### src/hw/rtl/rnts_pkg.sv
package rnts_pkg;

  localparam int unsigned AlphabetSizeDefault = 32;
  localparam int unsigned ValueWidthDefault   = 32;

  localparam int unsigned ValueInW    = 32;
  localparam int unsigned SymbolW     = 8;
  localparam int unsigned NumSymbols  = 32;
  localparam int unsigned SymIdxW     = 5;
  localparam int unsigned AlphaWords  = 4;
  localparam int unsigned AlphaWordW  = 64;
  localparam int unsigned BaseSizeW   = 6;
  localparam int unsigned CfgIdxW     = 3;
  localparam int unsigned CfgDataW    = 64;

  typedef logic [CfgIdxW-1:0] cfg_idx_t;

  localparam cfg_idx_t CfgBaseSize  = cfg_idx_t'(0);
  localparam cfg_idx_t CfgAlphabet0 = cfg_idx_t'(1);
  localparam cfg_idx_t CfgAlphabet1 = cfg_idx_t'(2);
  localparam cfg_idx_t CfgAlphabet2 = cfg_idx_t'(3);
  localparam cfg_idx_t CfgAlphabet3 = cfg_idx_t'(4);

  localparam logic [SymbolW-1:0] SymMinus   = 8'h2D;
  localparam logic [SymbolW-1:0] SymPlus    = 8'h2B;
  localparam logic [SymbolW-1:0] SymTab     = 8'h09;
  localparam logic [SymbolW-1:0] SymNewline = 8'h0A;
  localparam logic [SymbolW-1:0] SymSpace   = 8'h20;

  typedef enum logic [1:0] {
    StIdle,
    StConv,
    StEmit
  } state_e;

  function automatic logic is_forbidden(input logic [SymbolW-1:0] s);
    return (s == SymPlus) || (s == SymMinus) || (s == SymTab) ||
           (s == SymNewline) || (s == SymSpace);
  endfunction

endpackage

### src/hw/rtl/radix_number_to_symbols.sv
// conversion: an accepted value is converted bit-serially, one input bit per cycle shifted
// through the digit cells; the symbols then pass through the output register, which the
// receiver can stall.
// throughput: one symbol per cycle while the receiver is ready; a new value is accepted only
// once the previous one has emitted its last symbol or been found invalid.
// reset: control state, base size and alphabet clear to zero; no clearing pass.
module radix_number_to_symbols #(
  parameter int unsigned ALPHABET_SIZE = rnts_pkg::AlphabetSizeDefault,
  parameter int unsigned VALUE_WIDTH   = rnts_pkg::ValueWidthDefault
) (
  input  logic                                  clk_i,
  input  logic                                  rst_ni,
  input  logic                                  in_valid_i,
  output logic                                  in_ready_o,
  input  logic signed [rnts_pkg::ValueInW-1:0]  value_i,
  output logic                                  out_valid_o,
  input  logic                                  out_ready_i,
  output logic        [rnts_pkg::SymbolW-1:0]   symbol_o,
  output logic                                  last_o,
  input  logic                                  cfg_we_i,
  input  logic        [rnts_pkg::CfgIdxW-1:0]   cfg_index_i,
  input  logic        [rnts_pkg::CfgDataW-1:0]  cfg_wdata_i
);

  localparam int unsigned DigitW     = $clog2(ALPHABET_SIZE);
  localparam int unsigned RadixW     = DigitW + 1;
  localparam int unsigned NumDigits  = VALUE_WIDTH;
  localparam int unsigned IdxW       = $clog2(NumDigits);
  localparam int unsigned NdW        = $clog2(NumDigits + 1);
  localparam int unsigned ConvCycles = (VALUE_WIDTH > ALPHABET_SIZE) ? VALUE_WIDTH
                                                                     : ALPHABET_SIZE;
  localparam int unsigned CntW       = $clog2(ConvCycles);
  localparam logic [CntW-1:0] LastCnt = CntW'(ConvCycles - 1);

  rnts_pkg::state_e state_q, state_d;

  logic [CntW-1:0]        cnt_q, cnt_d;
  logic [VALUE_WIDTH-1:0] mag_q, mag_d;
  logic                   bad_q, bad_d;
  logic [NdW-1:0]         ndig_q, ndig_d;
  logic [DigitW-1:0]      cells_q [NumDigits];
  logic [DigitW-1:0]      cells_d [NumDigits];
  logic                   sign_q, sign_d;
  logic [IdxW-1:0]        eidx_q, eidx_d;

  logic                            out_valid_q, out_valid_d;
  logic [rnts_pkg::SymbolW-1:0]    symbol_q, symbol_d;
  logic                            last_q, last_d;

  logic [rnts_pkg::BaseSizeW-1:0]  base_size_q;
  logic [rnts_pkg::AlphaWordW-1:0] alpha_q [rnts_pkg::AlphaWords];
  logic [rnts_pkg::SymbolW-1:0]    sym [rnts_pkg::NumSymbols];

  logic                            in_xfer;
  logic                            load_out;
  logic                            conv_done;
  logic                            shift_en;
  logic [RadixW-1:0]               radix;
  logic [NumDigits-1:0]            co0, co1;
  logic [NumDigits:0]              csum, carry;
  logic [rnts_pkg::SymIdxW-1:0]    rd_idx;
  logic [rnts_pkg::SymbolW-1:0]    rd_sym;
  logic                            dup;
  logic                            chk_hit;
  logic [VALUE_WIDTH-1:0]          v_in;

  // alphabet bytes, lowest byte of each word first
  for (genvar g = 0; g < rnts_pkg::NumSymbols; g++) begin : g_sym
    assign sym[g] = alpha_q[g >> 3][(g & 7) * 8 +: 8];
  end

  // configuration registers
  always_ff @(posedge clk_i or negedge rst_ni) begin
    if (!rst_ni) begin
      base_size_q <= '0;
      for (int k = 0; k < rnts_pkg::AlphaWords; k++) begin
        alpha_q[k] <= '0;
      end
    end else if (cfg_we_i) begin
      case (cfg_index_i)
        rnts_pkg::CfgBaseSize:  base_size_q <= cfg_wdata_i[rnts_pkg::BaseSizeW-1:0];
        rnts_pkg::CfgAlphabet0: alpha_q[0]  <= cfg_wdata_i;
        rnts_pkg::CfgAlphabet1: alpha_q[1]  <= cfg_wdata_i;
        rnts_pkg::CfgAlphabet2: alpha_q[2]  <= cfg_wdata_i;
        rnts_pkg::CfgAlphabet3: alpha_q[3]  <= cfg_wdata_i;
        default: ;
      endcase
    end
  end

  // next state
  always_comb begin
    state_d = state_q;
    case (state_q)
      rnts_pkg::StIdle: begin
        if (in_xfer) begin
          state_d = rnts_pkg::StConv;
        end
      end
      rnts_pkg::StConv: begin
        if (conv_done) begin
          state_d = bad_d ? rnts_pkg::StIdle : rnts_pkg::StEmit;
        end
      end
      rnts_pkg::StEmit: begin
        if (load_out && !sign_q && (eidx_q == '0)) begin
          state_d = rnts_pkg::StIdle;
        end
      end
      default: state_d = rnts_pkg::StIdle;
    endcase
  end

  // state outputs
  always_comb begin
    in_ready_o = (state_q == rnts_pkg::StIdle);
    in_xfer    = in_valid_i && in_ready_o;
    conv_done  = (state_q == rnts_pkg::StConv) && (cnt_q == LastCnt);
    shift_en   = (state_q == rnts_pkg::StConv) &&
                 ({1'b0, cnt_q} < (CntW + 1)'(VALUE_WIDTH));
    load_out   = (state_q == rnts_pkg::StEmit) && (!out_valid_q || out_ready_i);
  end

  // digit cells: doubling plus the incoming bit, with a carry wherever 2d+c reaches the radix.
  // a cell's carry out is fixed (co0), killed (!co1) or passed on, so an adder resolves the chain
  always_comb begin
    radix = base_size_q[RadixW-1:0];
    for (int i = 0; i < NumDigits; i++) begin
      co0[i] = ({cells_q[i], 1'b0} >= radix);
      co1[i] = ({cells_q[i], 1'b1} >= radix);
    end
    csum  = {1'b0, co0} + {1'b0, co1} + (NumDigits + 1)'(mag_q[VALUE_WIDTH-1]);
    carry = csum ^ {1'b0, co0} ^ {1'b0, co1};
  end

  // one shared alphabet read: symbol under check while converting, digit symbol while emitting
  always_comb begin
    rd_idx = (state_q == rnts_pkg::StConv) ? rnts_pkg::SymIdxW'(cnt_q)
                                           : rnts_pkg::SymIdxW'(cells_q[eidx_q]);
    rd_sym = sym[rd_idx];
    dup    = 1'b0;
    for (int j = 0; j < rnts_pkg::NumSymbols; j++) begin
      if ((rnts_pkg::SymIdxW'(j) < rd_idx) && (sym[j] == rd_sym)) begin
        dup = 1'b1;
      end
    end
    chk_hit = (state_q == rnts_pkg::StConv) &&
              ({1'b0, rd_idx} < base_size_q) &&
              (rnts_pkg::is_forbidden(rd_sym) || dup);
  end

  // conversion and emit bookkeeping
  always_comb begin
    v_in   = value_i[VALUE_WIDTH-1:0];
    cnt_d  = cnt_q;
    mag_d  = mag_q;
    bad_d  = bad_q;
    ndig_d = ndig_q;
    sign_d = sign_q;
    eidx_d = eidx_q;
    for (int i = 0; i < NumDigits; i++) begin
      cells_d[i] = cells_q[i];
    end
    if (in_xfer) begin
      cnt_d  = '0;
      mag_d  = v_in[VALUE_WIDTH-1] ? (~v_in + 1'b1) : v_in;
      sign_d = v_in[VALUE_WIDTH-1];
      bad_d  = (base_size_q < rnts_pkg::BaseSizeW'(2)) ||
               (base_size_q > rnts_pkg::BaseSizeW'(ALPHABET_SIZE));
      ndig_d = '0;
      for (int i = 0; i < NumDigits; i++) begin
        cells_d[i] = '0;
      end
    end else if (state_q == rnts_pkg::StConv) begin
      cnt_d = cnt_q + 1'b1;
      if (shift_en) begin
        for (int i = 0; i < NumDigits; i++) begin
          cells_d[i] = DigitW'({cells_q[i], carry[i]} - (carry[i+1] ? radix : '0));
        end
        mag_d = mag_q << 1;
        // a carry into the first unused cell opens a new digit
        if (carry[ndig_q]) begin
          ndig_d = ndig_q + 1'b1;
        end
      end
      if (chk_hit) begin
        bad_d = 1'b1;
      end
      if (conv_done) begin
        eidx_d = (ndig_d == '0) ? '0 : IdxW'(ndig_d - 1'b1);
      end
    end else if (load_out) begin
      if (sign_q) begin
        sign_d = 1'b0;
      end else begin
        eidx_d = eidx_q - 1'b1;
      end
    end
  end

  // output register
  always_comb begin
    out_valid_d = out_valid_q;
    symbol_d    = symbol_q;
    last_d      = last_q;
    if (load_out) begin
      out_valid_d = 1'b1;
      symbol_d    = sign_q ? rnts_pkg::SymMinus : rd_sym;
      last_d      = !sign_q && (eidx_q == '0);
    end else if (out_ready_i) begin
      out_valid_d = 1'b0;
    end
  end

  always_ff @(posedge clk_i or negedge rst_ni) begin
    if (!rst_ni) begin
      state_q     <= rnts_pkg::StIdle;
      cnt_q       <= '0;
      bad_q       <= 1'b0;
      ndig_q      <= '0;
      sign_q      <= 1'b0;
      eidx_q      <= '0;
      out_valid_q <= 1'b0;
    end else begin
      state_q     <= state_d;
      cnt_q       <= cnt_d;
      bad_q       <= bad_d;
      ndig_q      <= ndig_d;
      sign_q      <= sign_d;
      eidx_q      <= eidx_d;
      out_valid_q <= out_valid_d;
    end
  end

  always_ff @(posedge clk_i) begin
    mag_q    <= mag_d;
    symbol_q <= symbol_d;
    last_q   <= last_d;
    for (int i = 0; i < NumDigits; i++) begin
      cells_q[i] <= cells_d[i];
    end
  end

  assign out_valid_o = out_valid_q;
  assign symbol_o    = symbol_q;
  assign last_o      = last_q;

  a_no_emit_when_bad: assert property (@(posedge clk_i) disable iff (!rst_ni)
    (state_q == rnts_pkg::StEmit) |-> !bad_q)
    else $error("emitting with an invalid alphabet");

  a_emit_index_in_range: assert property (@(posedge clk_i) disable iff (!rst_ni)
    (state_q == rnts_pkg::StEmit) |->
      ((NdW'(eidx_q) < ndig_q) || ((ndig_q == '0) && (eidx_q == '0))))
    else $error("emit index beyond the converted digits");

  a_accept_starts_conv: assert property (@(posedge clk_i) disable iff (!rst_ni)
    in_xfer |=> (state_q == rnts_pkg::StConv) && (cnt_q == '0) && (ndig_q == '0))
    else $error("conversion did not start cleanly after a transfer");

  a_run_ends_with_last: assert property (@(posedge clk_i) disable iff (!rst_ni)
    ((state_q == rnts_pkg::StEmit) && (state_d == rnts_pkg::StIdle)) |=>
      (out_valid_q && last_q))
    else $error("symbol run ended without last");

endmodule

### config.mk
export PLATFORM = sky130hd
export DESIGN_NAME = radix_number_to_symbols
export DESIGN_NICKNAME = d
export VERILOG_FILES = /design/src/hw/rtl/rnts_pkg.sv /design/src/hw/rtl/radix_number_to_symbols.sv
export SDC_FILE = /design/constraint.sdc
export NUM_CORES = 2
export LEC_CHECK = 0
export ABC_AREA = 0
export BUFFER_PORTS_ARGS = -buffer_cell sky130_fd_sc_hd__buf_2
export CORE_UTILIZATION = 65
export DETAILED_ROUTE_END_ITERATION = 16
export PLACE_DENSITY = 0.83
export SLEW_MARGIN = 20
export SYNTH_ARGS = -nofsm -noshare
export SYNTH_HDL_FRONTEND = slang
export SYNTH_SLANG_ARGS = --single-unit
### constraint.sdc
create_clock -name clk_i -period 9.4 [get_ports clk_i]
set_input_delay 1.88 -clock clk_i [delete_from_list [all_inputs] [get_ports clk_i]]
set_output_delay 1.88 -clock clk_i [all_outputs]
set_load 0.01 [all_outputs]
==> summary.txt <==
Setup path
  • Crit end category: register
  • Critical Path AT: 8500 ps
  • Reg2reg end: bad_q$_DFF_PN0_
  • Worst path required time: 9880 ps
  • Cells on worst reg2reg path: 20
  • Crit start category: register
  • Critical path origin: eidx_q[0]$_DFFE_PN0P_
  • Worst R2R Setup Slack: 1380 ps
  • Reg-to-Reg Start: eidx_q[0]$_DFFE_PN0P_
  • Crit-path max FO: 45
  • WS Path Type: reg2reg

STA
  • Achievable frequency: 125 MHz
  • Final Hold Vio Count: 0
  • RSZ-0062 raised after global routing: no
  • Max Transition Viols Final: 0
  • Rel. slew slack: 15.8%
  • Period utilization: 85.3%
  • Setup TNS: 0 ps
  • Final Setup Violations: 0
  • Actual slew at the worst max-slew pin: 1250 ps
  • Post-layout min period: 8020 ps
  • Skew final: 21.6 ps

Clocking
  • H-tree levels: 2
  • Hold buffer count at CTS: 0
  • Worst-path clk slew: 70 ps
  • CTS tree: yes
  • Setup Buffers After CTS: 0
  • CTS root buf: clkbuf_16
  • Skew-Pair Late Insertion Delay: 640 ps
  • Post_cts resized: 0
  • Clock sinks: 484
  • CTS Buf Count: 54
  • Max clock buf depth: 3

Logic synthesis
  • Post-synthesis cell count: 4790
  • Syn avg cell area: 8.87 µm²
  • Syn Std Cell Area: 42500 µm²
  • Top FF cell, synth: dfrtp_1
  • Seq cells post-synth: 484
  • Seq/Total Area, Yosys: 27.1%
  • Unique masters post-synth: 113
  • Syn Nets: 5290
  • Post-synth ARST share: 58.5%
  • Post-synth EDFFs: 41
  • Yosys warnings: 0

Floorplan
  • I/O pin count: 115
  • Initial Utilization: 65.8%
  • Floorplan core area: 64600 µm²
  • Num rows: 93
  • DIE HEIGHT: 258 µm
  • Die width: 258 µm
  • Die area: 66400 µm²

Drt
  • Vias per std cell: 6.99
  • Routed via count: 39558
  • WL/cell: 27.9 µm
  • Routed Antenna Nets: 0
  • First-pass DRT Iterations: 7
  • Drc violations: 0
  • Wirelength, routed: 158 mm
  • Drt initial violations: 5911

Global routing
  • Vias in the first global route: 37185
  • Overall Global Routing Usage: 46.5%
  • First-pass GRT wire length: 235 mm
  • Initial antenna violation count: 5
  • Largest net degree at the start of global routing: 152
  • Congestion Overflow GR: 0

Layout
  • Final #Nets: 5249
  • Fill count: 4909
  • Area growth, synth to finish: 6.82%
  • Share of cells above drive strength 1: 13.8%

Job
  • MaxCap Viol Count: 0

Outcome
  • Status: finished clean

Min path
  • Hold path startpoint: cells_q[18][4]$_SDFFE_PP0P_
  • Min-delay worst type: reg2reg
  • Hold Path End: cells_q[18][4]$_SDFFE_PP0P_
  • Hold path depth: 2

Placement
  • Post-detail-place hpwl: 113 mm
  • Final GP Congestion: 1.11
  • IO Port Bufs: 114
## how the worst max path moves through the flow
stage | endpoint | slack (ps) | depth (start not counted)
2_1_floorplan | eidx_q[2]$_DFFE_PN0P_ | 2500 | 26
3_3_place_gp | bad_q$_DFF_PN0_ | 1950 | 20
3_5_place_dp | bad_q$_DFF_PN0_ | 1890 | 20
4_1_cts | bad_q$_DFF_PN0_ | 1840 | 20
5_1_grt | bad_q$_DFF_PN0_ | 1370 | 20
6_report | bad_q$_DFF_PN0_ | 1380 | 20
## logic make-up after synthesis
family	synth area share, %
adders and majority gates	12.3
and+or+nand+nor	13.5
xor gates and xnor gates	11.3
AOI/OAI and AO/OA	18.6
buffers and inverters	5.17
muxes	12.0
DFF	27.1
## per-layer routing
layer  global-route usage [%]  share of wire (%)  vias up  wire (µm)
met1                     64.4                 40    19093      62800
met3                     15.7                 15      493      23400
met2                     66.1                 41     2804      64300
li1                         -                  -    17166          -
met4                     18.7                4.5        2       7160
met5                    0.214             0.0082        -         13
## state kept, by name, indices dropped and copies added (netlist names)
| signal | count |
|---|---|
| alpha_q | 256 |
| last_o | 1 |
| cnt_q | 5 |
| ndig_q | 6 |
| eidx_q | 5 |
| symbol_o | 8 |
| out_valid_o | 1 |
| base_size_q | 6 |
| sign_q | 1 |
| state_q | 2 |
| mag_q | 32 |
| bad_q | 1 |
| cells_q | 160 |
## area by class of cell
| class | instances | area, µm² | share of cell area, % |
|---|---|---|---|
| Clock inverter | 19 | 239 | 0.526 |
| Antenna cell | 9 | 22.5 | 0.0496 |
| Multi-Input combinational cell | 3803 | 28900 | 63.6 |
| Inverter | 213 | 802 | 1.77 |
| Clock buffer | 81 | 1650 | 3.63 |
| Sequential cell | 484 | 11500 | 25.4 |
| Timing Repair Buffer | 193 | 1240 | 2.72 |
| Tap cell | 855 | 1070 | 2.36 |
## critical path, stage by stage (launching register included)
cell	delay (ps)
dfrtp_4	1010
buf_4	400
mux2i_1	130
a22oi_1	250
and3_1	540
o41ai_4	160
inv_4	470
buf_4	500
a21oi_1	130
a221oi_1	960
a31oi_2	270
o21ai_2	640
buf_4	350
xnor2_1	150
a311oi_1	240
a31oi_1	140
o2111ai_1	210
nand4_1	120
nand4b_2	290
o32ai_2	550
o221ai_1	220
## layout by cell type (no fill, tap or decap), types with 30 or more instances in the layout
cell type	n
nand2_1	526
a21oi_1	375
ha_1	362
xnor2_1	338
dfrtp_1	278
mux2_2	258
nor2_1	213
o21ai_0	210
xor2_1	210
inv_1	203
dfxtp_1	160
a21o_1	146
mux2i_1	134
buf_2	113
a211oi_1	85
nand3_1	75
buf_4	74
nand4_1	70
a31oi_1	65
nor3_1	58
clkbuf_16	57
and3_1	51
edfxtp_1	41
nor3b_1	38
nor4_1	36
nand2b_1	34
fa_1	34
a21boi_0	31
a221oi_1	30
## synthesized netlist by cell type (12+ instances only)
library cell    n  area [µm²]
o21ai_0       211        1060
clkbuf_1      175         657
buf_4          23         173
a221oi_1       30         263
mux2i_1       134        1340
edfxtp_1       41        1230
a21boi_0       31         233
or3_1          20         125
xor2_1        210        1840
a21oi_1       375        1880
fa_1           34         681
nand4_1        70         438
o31ai_1        18         135
mux2_2        258        2910
nand3_1        76         380
dfrtp_1       283        7080
a22oi_1        12        90.1
nor2b_1        27         169
buf_1          26        97.6
nand2_1       527        1980
o211ai_1       27         203
nand2b_1       35         219
inv_1         207         777
a31oi_1        65         407
a21o_1        146        1100
and3_1         51         319
mux4_2         27         608
dfxtp_1       160        3200
xnor2_1       338        2960
o22ai_1        18         113
nor3_1         59         295
nor4_1         36         225
buf_2          44         220
buf_6          21         236
nor2_1        216         811
o2111ai_1      21         184
a211oi_1       85         638
a311oi_1       19         166
and2_1         12        75.1
nor3b_1        39         293
ha_1          362        4530
## per-stage QoR
step | area [µm²] | hold WS, ps | worst slack, ps | utilization [%] | cells
CTS | 45400 | 471 | 1840 | 70.2 | 5647
detailed placement | 43500 | 464 | 1890 | 67.3 | 5547
global route | 45400 | 489 | 1370 | 70.3 | 5649
floorplan | 42500 | 445 | 2500 | - | 4790
global placement | 43500 | 462 | 1950 | 67.3 | 5547
finish | 45400 | 472 | 1380 | 70.3 | 5657
Power is not shown: default switching activity piles up to over one toggle a cycle in this logic, so the estimate is an artifact.
